<file path="src/rtl/core/modular_exponentiation_assert.svh">
// Assertion macros for the modular exponentiation block
`ifndef MODULAR_EXPONENTIATION_ASSERT_SVH
`define MODULAR_EXPONENTIATION_ASSERT_SVH
`ifndef SYNTH
`define MEXP_ASSERT(label, clk, rst, prop) \
  label: assert property (@(posedge clk) disable iff (rst) prop) else $error("assertion failed");
`define MEXP_ASSERT_NR(label, clk, prop) \
  label: assert property (@(posedge clk) prop) else $error("assertion failed");
`else
`define MEXP_ASSERT(label, clk, rst, prop)
`define MEXP_ASSERT_NR(label, clk, prop)
`endif
`endif

</file>
<file path="src/rtl/core/mexp_pkg.sv">
// ----------------------------------------------------------------------------
// mexp_pkg
// Shared constants for the modular exponentiation block.
// ----------------------------------------------------------------------------
package mexp_pkg;
  localparam int DEFAULT_DATA_WIDTH = 32;
  localparam int RESULT_WIDTH = 32;
  localparam int CFG_INDEX_WIDTH = 2;
  localparam logic [CFG_INDEX_WIDTH-1:0] REG_MODULUS = 2'd0;
  localparam logic [CFG_INDEX_WIDTH-1:0] REG_ENC_EXP = 2'd1;
  localparam logic [CFG_INDEX_WIDTH-1:0] REG_DEC_EXP = 2'd2;
  localparam logic REQ_ENCRYPT = 1'b0;
endpackage

</file>
<file path="src/rtl/core/mexp_mulmod.sv">
// ----------------------------------------------------------------------------
// mexp_mulmod
// Bit-serial modular multiplier: a * b mod m, one bit of b per cycle.
// ----------------------------------------------------------------------------
`include "modular_exponentiation_assert.svh"
module mexp_mulmod import mexp_pkg::*; #(
  parameter int DATA_WIDTH = DEFAULT_DATA_WIDTH
) (
  input  logic                  clk,
  input  logic                  rst,
  input  logic                  start,
  input  logic [DATA_WIDTH-1:0] a,
  input  logic [DATA_WIDTH-1:0] b,
  input  logic [DATA_WIDTH-1:0] m,
  output logic                  busy,
  output logic                  done,
  output logic [DATA_WIDTH-1:0] prod
);
  localparam int CW = $clog2(DATA_WIDTH);

  logic [DATA_WIDTH-1:0] opa, opb, md, acc;
  logic [CW-1:0]         cnt;
  logic [DATA_WIDTH:0]   dbl, dbl_r, sum;
  logic [DATA_WIDTH-1:0] acc_next;

  // double then conditionally add, each reduced by one compare-subtract
  always_comb begin
    dbl   = {acc, 1'b0};
    dbl_r = (dbl >= {1'b0, md}) ? dbl - {1'b0, md} : dbl;
    sum   = dbl_r + (opb[DATA_WIDTH-1] ? {1'b0, opa} : '0);
    if (sum >= {1'b0, md}) sum = sum - {1'b0, md};
    acc_next = sum[DATA_WIDTH-1:0];
  end

  always_ff @(posedge clk) begin
    done <= 1'b0;
    if (rst) begin
      busy <= 1'b0;
    end else if (start) begin
      busy <= 1'b1;
      opa  <= a;
      opb  <= b;
      md   <= m;
      acc  <= '0;
      cnt  <= '0;
    end else if (busy) begin
      acc <= acc_next;
      opb <= opb << 1;
      cnt <= cnt + 1'b1;
      if (cnt == CW'(DATA_WIDTH - 1)) begin
        busy <= 1'b0;
        done <= 1'b1;
      end
    end
  end

  assign prod = acc;

  `MEXP_ASSERT(a_done_after_busy, clk, rst, done |-> $past(busy))
  `MEXP_ASSERT(a_acc_below_mod, clk, rst, (busy && !$past(start)) |-> acc < md)
  `MEXP_ASSERT(a_no_start_busy, clk, rst, busy |-> !start)
endmodule

</file>
<file path="src/rtl/core/modular_exponentiation.sv">
// ----------------------------------------------------------------------------
// modular_exponentiation
// Right-to-left square-and-multiply: result = value^exponent mod modulus.
// ----------------------------------------------------------------------------
// One request at a time. The base is first reduced modulo the modulus by a
// restoring shift-subtract. Then, for each exponent bit up to the highest set
// one, a multiply (when the bit is set) and a square run on the single shared
// bit-serial mod-multiplier. Range errors and a zero modulus skip both steps
// and go straight to the output register. The result waits in that output
// register while out_stall holds. A new request is taken once the result is
// delivered.
`include "modular_exponentiation_assert.svh"
module modular_exponentiation import mexp_pkg::*; #(
  parameter int DATA_WIDTH = DEFAULT_DATA_WIDTH
) (
  input  logic                       clk,
  input  logic                       rst,
  input  logic                       cfg_write,
  input  logic [CFG_INDEX_WIDTH-1:0] cfg_index,
  input  logic [DATA_WIDTH-1:0]      cfg_data,
  input  logic                       in_valid,
  output logic                       in_stall,
  input  logic                       req_type,
  input  logic [31:0]                value,
  output logic                       out_valid,
  input  logic                       out_stall,
  output logic [RESULT_WIDTH-1:0]    result,
  output logic                       range_error
);
  localparam int CW = $clog2(DATA_WIDTH);

  typedef enum logic [2:0] {S_IDLE, S_RED, S_MUL, S_MWAIT, S_SQ, S_SWAIT, S_OUT} state_t;

  logic [DATA_WIDTH-1:0] modulus, enc_exp, dec_exp;
  state_t                state;
  logic [DATA_WIDTH-1:0] base, acc, expo, vin;
  logic [DATA_WIDTH:0]   rem, rem_sh, rem_next;
  logic [CW-1:0]         cnt;
  logic                  mm_start, mm_busy, mm_done;
  logic [DATA_WIDTH-1:0] mm_a, mm_b, mm_prod;
  logic [DATA_WIDTH-1:0] vext;

  assign vext = DATA_WIDTH'(value);

  always_ff @(posedge clk) begin
    if (rst) begin
      modulus <= DATA_WIDTH'(2);
      enc_exp <= DATA_WIDTH'(1);
      dec_exp <= DATA_WIDTH'(1);
    end else if (cfg_write) begin
      case (cfg_index)
        REG_MODULUS: modulus <= cfg_data;
        REG_ENC_EXP: enc_exp <= cfg_data;
        REG_DEC_EXP: dec_exp <= cfg_data;
        default: ;
      endcase
    end
  end

  assign in_stall = (state != S_IDLE);
  assign rem_sh   = {rem[DATA_WIDTH-1:0], vin[DATA_WIDTH-1]};
  assign rem_next = (rem_sh >= {1'b0, modulus}) ? rem_sh - {1'b0, modulus} : rem_sh;

  always_comb begin
    mm_start = 1'b0;
    mm_a = acc;
    mm_b = base;
    // issue the multiply only for a set exponent bit
    if (state == S_MUL && expo[0]) mm_start = 1'b1;
    if (state == S_SQ) begin
      mm_start = 1'b1;
      mm_a = base;
    end
  end

  mexp_mulmod #(.DATA_WIDTH(DATA_WIDTH)) u_mul (
    .clk(clk), .rst(rst), .start(mm_start), .a(mm_a), .b(mm_b), .m(modulus),
    .busy(mm_busy), .done(mm_done), .prod(mm_prod)
  );

  always_ff @(posedge clk) begin
    if (rst) begin
      state     <= S_IDLE;
      out_valid <= 1'b0;
    end else begin
      case (state)
        S_IDLE: if (in_valid) begin
          range_error <= 1'b0;
          result      <= '0;
          vin  <= vext;
          expo <= (req_type == REQ_ENCRYPT) ? enc_exp : dec_exp;
          acc  <= (modulus == DATA_WIDTH'(1)) ? '0 : DATA_WIDTH'(1);
          rem  <= '0;
          cnt  <= '0;
          if (modulus == '0) begin
            range_error <= (req_type == REQ_ENCRYPT);
            out_valid   <= 1'b1;
            state       <= S_OUT;
          end else if (req_type == REQ_ENCRYPT && (vext == '0 || vext >= modulus)) begin
            range_error <= 1'b1;
            out_valid   <= 1'b1;
            state       <= S_OUT;
          end else begin
            state <= S_RED;
          end
        end
        S_RED: begin
          // restoring reduction of the base, one bit a cycle
          rem <= rem_next;
          vin <= vin << 1;
          cnt <= cnt + 1'b1;
          if (cnt == CW'(DATA_WIDTH - 1)) begin
            base  <= rem_next[DATA_WIDTH-1:0];
            state <= S_MUL;
          end
        end
        S_MUL: begin
          if (expo == '0) begin
            result    <= RESULT_WIDTH'(acc);
            out_valid <= 1'b1;
            state     <= S_OUT;
          end else begin
            state <= expo[0] ? S_MWAIT : S_SQ;
          end
          cnt <= '0;
        end
        S_MWAIT: if (mm_done) begin
          acc   <= mm_prod;
          state <= S_SQ;
        end
        S_SQ: state <= S_SWAIT;
        S_SWAIT: if (mm_done) begin
          base  <= mm_prod;
          expo  <= expo >> 1;
          state <= S_MUL;
        end
        S_OUT: if (!out_stall) begin
          out_valid <= 1'b0;
          state     <= S_IDLE;
        end
        default: state <= S_IDLE;
      endcase
    end
  end

  `MEXP_ASSERT(a_out_in_outstate, clk, rst, out_valid |-> state == S_OUT)
  `MEXP_ASSERT(a_mul_only_busy, clk, rst, (state == S_MWAIT || state == S_SWAIT) |-> (mm_busy || mm_done || $past(mm_start)))
  `MEXP_ASSERT(a_err_zero_result, clk, rst, (out_valid && range_error) |-> result == '0)
endmodule
</file>
<file path="config.mk">
export PLATFORM = sky130hd
export DESIGN_NAME = modular_exponentiation
export DESIGN_NICKNAME = d
export VERILOG_FILES = /design/src/rtl/core/mexp_pkg.sv /design/src/rtl/core/mexp_mulmod.sv /design/src/rtl/core/modular_exponentiation.sv
export VERILOG_INCLUDE_DIRS = /design/src /design/src/rtl/core
export SDC_FILE = /design/constraint.sdc
export NUM_CORES = 1
export LEC_CHECK = 0
export ABC_CLOCK_PERIOD_IN_PS = 9600
export BUFFER_PORTS_ARGS = -buffer_cell sky130_fd_sc_hd__buf_4
export CORE_MARGIN = 2
export CORE_UTILIZATION = 63
export CTS_CLUSTER_DIAMETER = 50
export DETAILED_ROUTE_END_ITERATION = 7
export HOLD_SLACK_MARGIN = 0.03
export PLACE_DENSITY_LB_ADDON = 0.25
export RECOVER_POWER = 50
export SETUP_SLACK_MARGIN = 0.5
export SLEW_MARGIN = 10
export SYNTH_ARGS = -nofsm -noshare
export SYNTH_HDL_FRONTEND = slang
export SYNTH_SLANG_ARGS = --single-unit
</file>
<file path="constraint.sdc">
create_clock -name clk -period 9.6 [get_ports clk]
set_clock_uncertainty 0.15 [all_clocks]
set_input_delay 1.44 -clock clk [delete_from_list [all_inputs] [get_ports clk]]
set_output_delay 1.44 -clock clk [all_outputs]
set_load 0.02 [all_outputs]
</file>
==> implementation parameters, run 1 <==
Parameter                              Value

Placed design
  Half-perimeter wire length of the detailed placement result    around 55000 µm
  Port bufs    106
  Post-detailed-placement cell area    between 0.02 and 0.03 mm²
  GPL Wtd Cong    around 1.0
  Placed cell count    ~3.3k

Route
  Routed metal-1 wire length    between 30000 and 40000 µm
  Average wire length per cell after detail routing    22.3 µm
  Number of routed nets with antenna violations    0
  Count of unresolved DRC violations after routing    0
  Detailed-route via count    roughly 21k
  Met2 layer wire length in the routed design    between 30000 and 40000 µm
  Total wirelength of the detailed-routed design    ~75000 µm
  First drt pass iteration count    6
  Topmost layer with routed signal wires    met5
  Metal3 WL    6680 µm
  DR iter-0 viols    between 1.5k and 2k
  Detail-routed via count per cell    ~6.3

Layout
  Fill cell total of the finished layout    just over 3k
  Share of cells above drive strength 1    0.0813
  Net count of the finished layout    3041
  Final std cell area, no fill    0.0284 mm²
  Sequential cell area in the final layout    approximately 0.012 mm²
  Final std cells w/o fill    3367
  Area added between synthesis and finish    10.7%
  Area occupied by multi-input gates    0.0128 mm²
  Most frequent cells in the layout    nand2_1, edfxtp_1, a21oi_1
  Most frequent standard cell in the layout excluding fill and tap cells    nand2_1

Flow run
  Max-capacitance violation count    14

Logic synthesis
  Gate count of the mapped netlist    approximately 2.7k
  Net count after synthesis    a little under 3k
  Yosys warning total    0
  Top-area cell type share of the netlist area    0.388
  Number of unique standard cell types used by synthesis    75
  Count of state elements after synthesis    ~430
  Most area-consuming cells after synthesis    edfxtp_1, ha_1, dfxtp_1, nand2_1, a21oi_1
  Post-synth EDFFs    ~330
  Mean post-synth cell area    ~9.4 µm²
  Most used flip-flop cell after synthesis    edfxtp_1
  Sequential cell area fraction in the yosys report    0.467
  Post-synthesis cell type with the largest combined area    edfxtp_1
  Cell area after technology mapping    between 0.02 and 0.03 mm²
  Fraction of synthesis flops using an asynchronous set or reset pin    0

Setup path
  Critical path launch point type    flop
  Nature of the critical path endpoint    flop
  Highest fanout seen on the critical path    26
  Start of the worst register-to-register path    u_mul.prod[29]$_SDFFCE_PN0P_
  Crit path top cell by count    o21ai_0
  Data arrival time of the critical path    8820 ps
  Crit-path slowest cell    o31ai_4
  Slowest stage delay, CP    approximately 830 ps
  Family of cells with the greatest summed delay on the critical path    compound AO/OA/AOI/OAI gates
  Type of the setup path with the least slack    flop to flop
  Setup slack on the worst flop-to-flop path    roughly 980 ps
  Required time at the worst-slack endpoint    roughly 9800 ps
  Reg-to-Reg End    u_mul.prod[0]$_SDFFCE_PN0P_
  Number of buffer and inverter stages on the critical path    1
  Path depth of the worst reg2reg path    27

Hold path
  Hold path startpoint    u_mul.busy$_SDFF_PP0_
  Worst Hold Path Cells    2
  Hold-critical path endpoint    u_mul.done$_SDFF_PP0_
  Class of the most critical hold timing path    flop to flop

Clock network
  Source-to-sink clock delay at the later pin of the worst-skew pair    between 600 and 700 ps
  Total number of H-tree levels    2
  CTS buffer count    slightly below 50
  Buffers inserted by post-CTS timing repair    0
  Clock input transition at the sequential cells of the worst setup and hold paths    about 60 ps
  Post-cts gate resize count    0
  Hold Buf Count CTS    0
  Max clock buf depth    3
  TritonCTS clock tree    built
  Clock tree root buffer cell    clkbuf_16
  Count of clock tree sinks    roughly 430

Timing
  Fraction of the cycle the final worst path needs    0.898
  Total setup violations reported at the end of the flow    0
  Post-Route Setup TNS    0 ps
  Max-slew violation count    570
  RSZ-0062 raised after global routing    false
  Actual slew at the worst max-slew pin    3320 ps
  Final hold violation count    0
  Achievable Freq    ~0.12 GHz
  Final worst path period need    between 8000 and 9000 ps
  Post-route worst hold slack    around 300 ps
  Relative slew margins    -1.22

Outcome
  Violated checks    max-capacitance violations, max-slew violations
  Run status    complete, but fails checks

Floorplan
  Die height    just over 200 µm
  Total I/O pin count    around 110
  Horizontal extent of the die    about 200 µm
  Core Box Area    0.0399 mm²
  Starting density of the core    0.643
  Die footprint    0.0423 mm²
  Number of standard-cell rows in the floorplan    between 70 and 80

Global routing
  Global-route wire length before repair    roughly 120000 µm
  Largest net degree at the start of global routing    76
  Number of global-route vias before repair    approximately 20k
  Number of antenna violations at the first check in global routing    3
  Total congestion overflow after global routing    0
  Overall routing resource usage    0.359
## how the worst max path moves through the flow
stage	startpoint	endpoint	slack (ps)	cells after the start
3_3_place_gp	u_mul.prod[29]$_SDFFCE_PN0P_	u_mul.prod[0]$_SDFFCE_PN0P_	1310	27
5_1_grt	u_mul.prod[29]$_SDFFCE_PN0P_	u_mul.prod[9]$_SDFFCE_PN0P_	630	27
2_1_floorplan	u_mul.prod[29]$_SDFFCE_PN0P_	u_mul.prod[31]$_SDFFCE_PN0P_	2570	33
3_5_place_dp	u_mul.prod[29]$_SDFFCE_PN0P_	u_mul.prod[0]$_SDFFCE_PN0P_	1190	27
4_1_cts	u_mul.prod[29]$_SDFFCE_PN0P_	u_mul.prod[0]$_SDFFCE_PN0P_	1170	27
6_report	u_mul.prod[29]$_SDFFCE_PN0P_	u_mul.prod[0]$_SDFFCE_PN0P_	980	27
## Yosys cell counts, drive strengths merged, types with 21 or more instances
cell	instances
edfxtp	331
mux2	36
o21ai	176
mux2i	52
nand2	523
ha	164
clkbuf	109
nand3	56
nor2	148
a21oi	285
and2	102
o21a	24
nand2b	29
o21bai	21
a21o	52
dfxtp	102
xor2	39
nor3	42
xnor2	74
nand4	36
inv	106
nor4	33
## worst register-to-register path: stages, from the launching register on
cell	delay, ps
edfxtp_1	470
ha_1	410
a21o_1	220
a211o_1	380
a2111oi_2	390
o21ai_2	120
o31ai_4	830
o21ai_0	290
ha_1	390
o21ai_0	240
a2111oi_0	140
o21ai_0	610
nand2_1	240
a21oi_1	400
nor2_1	120
o22ai_1	230
xnor2_1	130
ha_1	410
nand2_1	70
o21ai_0	320
nand2b_1	160
o311ai_0	230
nor3_1	290
nor2_1	110
o22ai_2	400
buf_4	330
o21ai_1	110
and3_1	200
## kinds of logic (layout without fill, tap and decap cells)
| group | Yosys count | count (layout) | synth area share |
|---|---|---|---|
| simple gates | 1037 | 1037 | 0.185 |
| compound gates | 669 | 669 | 0.155 |
| flops | 433 | 433 | 0.467 |
| buf+inv | 235 | 332 | 0.0355 |
| fa+ha+maj | 168 | 168 | 0.0831 |
| xor+xnor | 113 | 113 | 0.0386 |
| mux | 88 | 88 | 0.0366 |
| other cells | 0 | 2 | 0 |
## state kept, by name, summed over array words and instances, names as in the netlist
| name | count |
|---|---|
| modulus | 32 |
| state | 3 |
| base | 32 |
| rem | 32 |
| acc | 32 |
| out_valid | 1 |
| range_error | 1 |
| dec_exp | 32 |
| u_mul.done | 1 |
| vin | 32 |
| result | 32 |
| u_mul.md | 32 |
| enc_exp | 32 |
| u_mul.opa | 32 |
| u_mul.cnt | 5 |
| u_mul.prod | 32 |
| expo | 32 |
| u_mul.busy | 1 |
| cnt | 5 |
| u_mul.opb | 32 |
## per-layer routing
metal  global-route usage  vias to the layer above
met1                0.472                    10100
met2                0.587                     1026
met3               0.0632                      179
li1                     -                     9930
met5                    0                        -
met4                0.150                        4
## per-stage QoR
stage / setup slack, ps / utilization
floorplan: 2570 / -
global placement: 1310 / 0.674
detailed placement: 1190 / 0.674
CTS: 1170 / 0.716
global route: 631 / 0.711
finish: 983 / 0.711
## layout make-up
| type | count | area share |
|---|---|---|
| Multi-Input combinational cell | 2075 | 0.452 |
| Sequential cell | 433 | 0.422 |
| Clock buffer | 58 | 0.0455 |
| Timing Repair Buffer | 136 | 0.0295 |
| Tap cell | 525 | 0.0231 |
| Inverter | 106 | 0.0140 |
| Clock inverter | 32 | 0.0136 |
| Antenna cell | 2 | 0.000176 |
Power of run 1 is not shown: default switching activity piles up to over one toggle a cycle in this logic, so the estimate is an artifact.
==> run 2, diff against run 1 <==
--- a/config.mk
+++ b/config.mk
@@ -8,8 +8,10 @@
 export LEC_CHECK = 0
 export ABC_CLOCK_PERIOD_IN_PS = 9600
 export BUFFER_PORTS_ARGS = -buffer_cell sky130_fd_sc_hd__buf_4
+export CELL_PAD_IN_SITES_DETAIL_PLACEMENT = 1
+export CELL_PAD_IN_SITES_GLOBAL_PLACEMENT = 1
 export CORE_MARGIN = 2
-export CORE_UTILIZATION = 63
+export CORE_UTILIZATION = 49
 export CTS_CLUSTER_DIAMETER = 50
 export DETAILED_ROUTE_END_ITERATION = 7
 export HOLD_SLACK_MARGIN = 0.03
==> run 2 against run 1 <==
The run still ends with max-capacitance violations, max-slew violations left. Hold slack improved by 4.3 ps. Wire length is 15% higher. Global-route usage down 3.8 points. First-iteration DRC count is 20% lower. Utilization decreased by 15 points. Sequential cell count stayed put. Final area is 1.3% higher. Non-clock buffer count shrank 1. Sequential share of layout area shrank 0.55 points. Register-to-register slack better by 170 ps. Critical path type unchanged. Critical endpoint is now u_mul.prod[14]$_SDFFCE_PN0P_.
==> implementation parameters, run 2 (synthesis results as in run 1) <==
Parameter                              Value

Outcome
  Run status    complete, but fails checks
  Violated checks    max-capacitance violations, max-slew violations

Setup path
  Slowest stage delay, CP    600 ps (-230 ps)
  Family of cells with the greatest summed delay on the critical path    compound AO/OA/AOI/OAI gates
  Required time at the worst-slack endpoint    9870 ps (+70 ps)
  Critical path launch point type    flop
  Number of buffer and inverter stages on the critical path    1 (unchanged)
  Highest fanout seen on the critical path    40 (+54%)
  Data arrival time of the critical path    8710 ps (-110 ps)
  Crit-path slowest cell    nor4_1
  Nature of the critical path endpoint    flop
  Crit path top cell by count    a21oi_1
  Type of the setup path with the least slack    flop to flop

Layout
  Most frequent cells in the layout    nand2_1, edfxtp_1, a21oi_1
  Share of the core filled with cells in the final layout    0.559 (-0.153)
  Fill cell total of the finished layout    5887 (+95%)
  Final std cell area, no fill    0.0288 mm² (+1.3%)
  Area added between synthesis and finish    12.2%
  Most frequent standard cell in the layout excluding fill and tap cells    nand2_1
  Final antenna diode count    0 (-2)
  Final std cells w/o fill    3529 (+4.8%)
  Net count of the finished layout    3045 (+0.13%)
  Share of cells above drive strength 1    0.0860 (+0.00466)

Timing
  Relative slew margins    -1.67 (-0.454)
  Total setup violations reported at the end of the flow    0 (unchanged)
  RSZ-0062 raised after global routing    false
  Max-slew violation count    600 (+5.3%)
  Fraction of the cycle the final worst path needs    0.880 (-0.0177)
  Post-Route Setup TNS    0 ps (unchanged)
  Achievable Freq    0.118 GHz (+2.0%)
  Final worst path period need    8450 ps (-170 ps)
  Final hold violation count    0 (unchanged)
  Actual slew at the worst max-slew pin    4010 ps (+681 ps)

Route
  Detailed-route via count    21.3k (+0.28%)
  Detail-routed via count per cell    6.04 (-4.3%)
  DR iter-0 viols    1496 (-20%)
  Total wirelength of the detailed-routed design    86800 µm (+15%)
  Count of unresolved DRC violations after routing    0 (unchanged)
  Average wire length per cell after detail routing    24.6 µm (+10%)
  Number of routed nets with antenna violations    0 (unchanged)
  First drt pass iteration count    5 (-1)

Clock network
  Clock tree root buffer cell    clkbuf_16
  TritonCTS clock tree    built
  Source-to-sink clock delay at the later pin of the worst-skew pair    620 ps (about the same)
  Buffers inserted by post-CTS timing repair    0 (unchanged)
  Max clock buf depth    3 (unchanged)
  Clock input transition at the sequential cells of the worst setup and hold paths    60 ps (about the same)
  Count of clock tree sinks    433 (unchanged)
  Total number of H-tree levels    2 (unchanged)
  CTS buffer count    53 (+8.2%)
  Hold Buf Count CTS    0 (unchanged)

Global routing
  Number of global-route vias before repair    22.1k (+9.1%)
  Largest net degree at the start of global routing    85 (+12%)
  Number of antenna violations at the first check in global routing    2 (-1)
  Global-route wire length before repair    132000 µm (+14%)
  Total congestion overflow after global routing    0 (unchanged)
  Overall routing resource usage    0.320 (-0.0382)

Floorplan
  Starting density of the core    0.498 (-0.145)
  Die height    233 µm (+13%)
  Die footprint    0.0542 mm² (+28%)
  Horizontal extent of the die    233 µm (+13%)
  Total I/O pin count    107 (unchanged)
  Number of standard-cell rows in the floorplan    83 (+14%)
  Core Box Area    0.0515 mm² (+29%)

Hold path
  Class of the most critical hold timing path    flop to flop

Placed design
  Placed cell count    3429 (+4.7%)
  Port bufs    106 (unchanged)
  GPL Wtd Cong    0.946 (-8.1%)
  Half-perimeter wire length of the detailed placement result    64000 µm (+17%)
  Post-detailed-placement cell area    0.0271 mm² (+0.73%)

Flow run
  Max-capacitance violation count    13 (-1)
## run 2: cell types whose count changed in the layout (fill, tap and decap cells not counted), moves of 2 or more
cell | previous run | this run
clkbuf_16 | 50 | 53
inv_4 | 2 | 0
clkinv_2 | 8 | 6
clkinvlp_4 | 2 | 4
clkbuf_1 | 56 | 59
clkinv_1 | 3 | 0
diode_2 | 2 | 0
clkbuf_8 | 1 | 6
and2_1 | 54 | 48
and2_0 | 47 | 53
## run 2: cell type report
class | count | area, µm² | area share
clock buffer | 71 | 1450 | 0.0505
timing repair buffer | 135 | 837 | 0.0291
clock inverter | 28 | 372 | 0.0129
multi-input combinational | 2076 | 12900 | 0.448
sequential | 433 | 12000 | 0.416
tap | 680 | 851 | 0.0296
inverter | 106 | 398 | 0.0138
## run 2: tightest hold or removal path: cells and delay by family, from the launching register on
family / cells / cell delay [ps]
AOI/OAI and AO/OA: 1 / 50
DFF: 1 / 310
and+or+nand+nor: 1 / 50
## run 2: stage by stage
| step | hold slack, ps | setup WS (ps) |
|---|---|---|
| floorplan | 265 | 2570 |
| CTS | 309 | 1110 |
| global placement | 291 | 1350 |
| finish | 308 | 1150 |
| detailed placement | 286 | 1180 |
| global route | 329 | 682 |
## run 2: final timing paths
check        slack (ps)                           end                         from  depth (start not counted)
max                1150  u_mul.prod[14]$_SDFFCE_PN0P_  u_mul.prod[9]$_SDFFCE_PN0P_                         28
min                 310      enc_exp[14]$_SDFFE_PP0P_     enc_exp[14]$_SDFFE_PP0P_                          2
max reg2reg        1150  u_mul.prod[14]$_SDFFCE_PN0P_  u_mul.prod[9]$_SDFFCE_PN0P_                         28
min reg2reg         310      enc_exp[14]$_SDFFE_PP0P_     enc_exp[14]$_SDFFE_PP0P_                          2
## run 2: per-layer routing
layer / vias to the layer above / GRT usage / share of wire
met1: 10600 / 0.419 / 0.43
met5: - / 0 / 0.00015
met3: 157 / 0.0455 / 0.053
met2: 601 / 0.545 / 0.48
met4: 2 / 0.107 / 0.036
li1: 9944 / - / -
## run 2: repair_timing
item	CTS	global route
hold endpoints to repair	0	0
resized for setup	0	2
setup endpoints to repair	0	32
Power of run 2 is left out for the same reason.
==> run 3, diff against run 2 <==
--- a/config.mk
+++ b/config.mk
@@ -11,7 +11,8 @@
 export CELL_PAD_IN_SITES_DETAIL_PLACEMENT = 1
 export CELL_PAD_IN_SITES_GLOBAL_PLACEMENT = 1
 export CORE_MARGIN = 2
-export CORE_UTILIZATION = 49
+export CORE_UTILIZATION = 50
+export CTS_BUF_LIST = sky130_fd_sc_hd__clkbuf_8
 export CTS_CLUSTER_DIAMETER = 50
 export DETAILED_ROUTE_END_ITERATION = 7
 export HOLD_SLACK_MARGIN = 0.03
==> run 3 against run 2 <==
The run still ends with max-capacitance violations, max-slew violations left. Via count about the same. Maximum frequency is 0.93% lower. Final area decreased by 0.94%. Setup slack got worse by 79 ps. Non-clock buffer count down 2. Hold slack got worse by 5.1 ps. Sequential cell count is the same. Critical path type unchanged.
==> implementation parameters, run 3 (synthesis results as in run 1) <==
Parameter                              Value

Timing
  Final worst path period need    8530 ps (+78.9 ps)
  Max-slew violation count    601 (+0.17%)
  RSZ-0062 raised after global routing    false
  Final hold violation count    0 (unchanged)
  Actual slew at the worst max-slew pin    3560 ps (-450 ps)
  Achievable Freq    0.117 GHz (-0.93%)
  Relative slew margins    -1.37 (+0.300)
  Post-Route Setup TNS    0 ps (unchanged)
  Fraction of the cycle the final worst path needs    0.888 (+0.00822)
  Total setup violations reported at the end of the flow    0 (unchanged)

Clock network
  Count of clock tree sinks    433 (unchanged)
  Clock input transition at the sequential cells of the worst setup and hold paths    60 ps (about the same)
  Source-to-sink clock delay at the later pin of the worst-skew pair    680 ps (+60 ps)
  Hold Buf Count CTS    0 (unchanged)
  CTS buffer count    79 (+49%)
  TritonCTS clock tree    built
  Total number of H-tree levels    3 (+1)
  Clock tree root buffer cell    clkbuf_8
  Max clock buf depth    3 (unchanged)
  Buffers inserted by post-CTS timing repair    0 (unchanged)

Floorplan
  Horizontal extent of the die    230 µm (-0.99%)
  Number of standard-cell rows in the floorplan    83 (unchanged)
  Die height    230 µm (-0.99%)
  Core Box Area    0.0510 mm² (-1.0%)
  Starting density of the core    0.503 (+0.00507)
  Total I/O pin count    107 (unchanged)
  Die footprint    0.0531 mm² (-2.0%)

Placed design
  Half-perimeter wire length of the detailed placement result    64300 µm (+0.52%)
  GPL Wtd Cong    0.941 (-0.44%)
  Port bufs    106 (unchanged)
  Placed cell count    3427 (-0.058%)

Route
  Count of unresolved DRC violations after routing    0 (unchanged)
  DR iter-0 viols    1490 (-0.40%)
  Detailed-route via count    21.3k (-0.075%)
  First drt pass iteration count    5 (unchanged)
  Detail-routed via count per cell    5.96 (-1.3%)
  Total wirelength of the detailed-routed design    86500 µm (-0.29%)
  Average wire length per cell after detail routing    24.2 µm (-1.5%)
  Number of routed nets with antenna violations    0 (unchanged)

Outcome
  Violated checks    max-capacitance violations, max-slew violations
  Run status    complete, but fails checks

Global routing
  Total congestion overflow after global routing    0 (unchanged)
  Number of antenna violations at the first check in global routing    4 (+2)
  Global-route wire length before repair    131000 µm (-0.48%)
  Number of global-route vias before repair    22.6k (+2.1%)
  Largest net degree at the start of global routing    76 (-11%)
  Overall routing resource usage    0.324 (+0.00319)

Setup path
  Family of cells with the greatest summed delay on the critical path    compound AO/OA/AOI/OAI gates
  Crit-path slowest cell    o311ai_0
  Critical path launch point type    flop
  Number of buffer and inverter stages on the critical path    1 (unchanged)
  Slowest stage delay, CP    690 ps (+90 ps)
  Data arrival time of the critical path    8780 ps (+70 ps)
  Type of the setup path with the least slack    flop to flop
  Highest fanout seen on the critical path    33 (-18%)
  Nature of the critical path endpoint    flop
  Required time at the worst-slack endpoint    9860 ps (about the same)

Layout
  Final antenna diode count    0 (unchanged)
  Most frequent standard cell in the layout excluding fill and tap cells    nand2_1
  Final std cells w/o fill    3574 (+1.3%)
  Area added between synthesis and finish    11.1%
  Share of cells above drive strength 1    0.0902 (+0.00419)
  Most frequent cells in the layout    nand2_1, edfxtp_1, a21oi_1
  Net count of the finished layout    3069 (+0.79%)

Hold path
  Class of the most critical hold timing path    flop to flop

Flow run
  Max-capacitance violation count    14 (+1)
[run 3: final timing paths]
check                          startpoint                      endpoint  slack [ps]  cells after the start
min reg2reg       enc_exp[6]$_SDFFE_PP0P_       enc_exp[6]$_SDFFE_PP0P_         300                      2
max reg2reg  u_mul.prod[24]$_SDFFCE_PN0P_  u_mul.prod[26]$_SDFFCE_PN0P_        1070                     26
min               enc_exp[6]$_SDFFE_PP0P_       enc_exp[6]$_SDFFE_PP0P_         300                      2
max          u_mul.prod[24]$_SDFFCE_PN0P_  u_mul.prod[26]$_SDFFCE_PN0P_        1070                     26
[run 3: worst reg2reg max path, delay by kind of cell (launching register included)]
family / cells / cell delay (ps)
compound gates: 13 / 3740
xor+xnor: 1 / 330
fa+ha+maj: 4 / 1460
buf+inv: 1 / 70
flops: 1 / 460
simple gates: 7 / 2060
[run 3: what timing repair did]
action / in CTS / in global routing
setup endpoints to repair: 0 / 32
resized for setup: 0 / 1
endpoints found under the hold margin: 0 / 0
[run 3: final cells by class]
class                      instances  area, µm²
clock buffer                      86       1180
clock inverter                    60        412
fill                            5814      22500
inverter                         106        398
multi-input combinational       2076      12900
sequential                       433      12000
tap                              680        851
timing repair buffer             133        818
[run 3: per-layer routing]
layer / vias up / GRT usage / share of wire
li1: 10000 / - / -
met1: 10500 / 0.411 / 0.42
met2: 604 / 0.538 / 0.47
met3: 207 / 0.0552 / 0.057
met4: 6 / 0.154 / 0.044
met5: - / 0 / 0.00036
[run 3: through the flow]
| stage | hold slack (ps) | utilization | worst slack [ps] | area, µm² |
|---|---|---|---|---|
| 3_3_place_gp | 280 | 0.531 | 1150 | 27100 |
| 6_report | 303 | 0.559 | 1070 | 28500 |
| 5_1_grt | 319 | 0.559 | 545 | 28500 |
| 3_5_place_dp | 298 | 0.531 | 1040 | 27100 |
| 2_1_floorplan | 265 | - | 2570 | 25600 |
| 4_1_cts | 306 | 0.563 | 1040 | 28700 |
Power of run 3 is left out for the same reason.
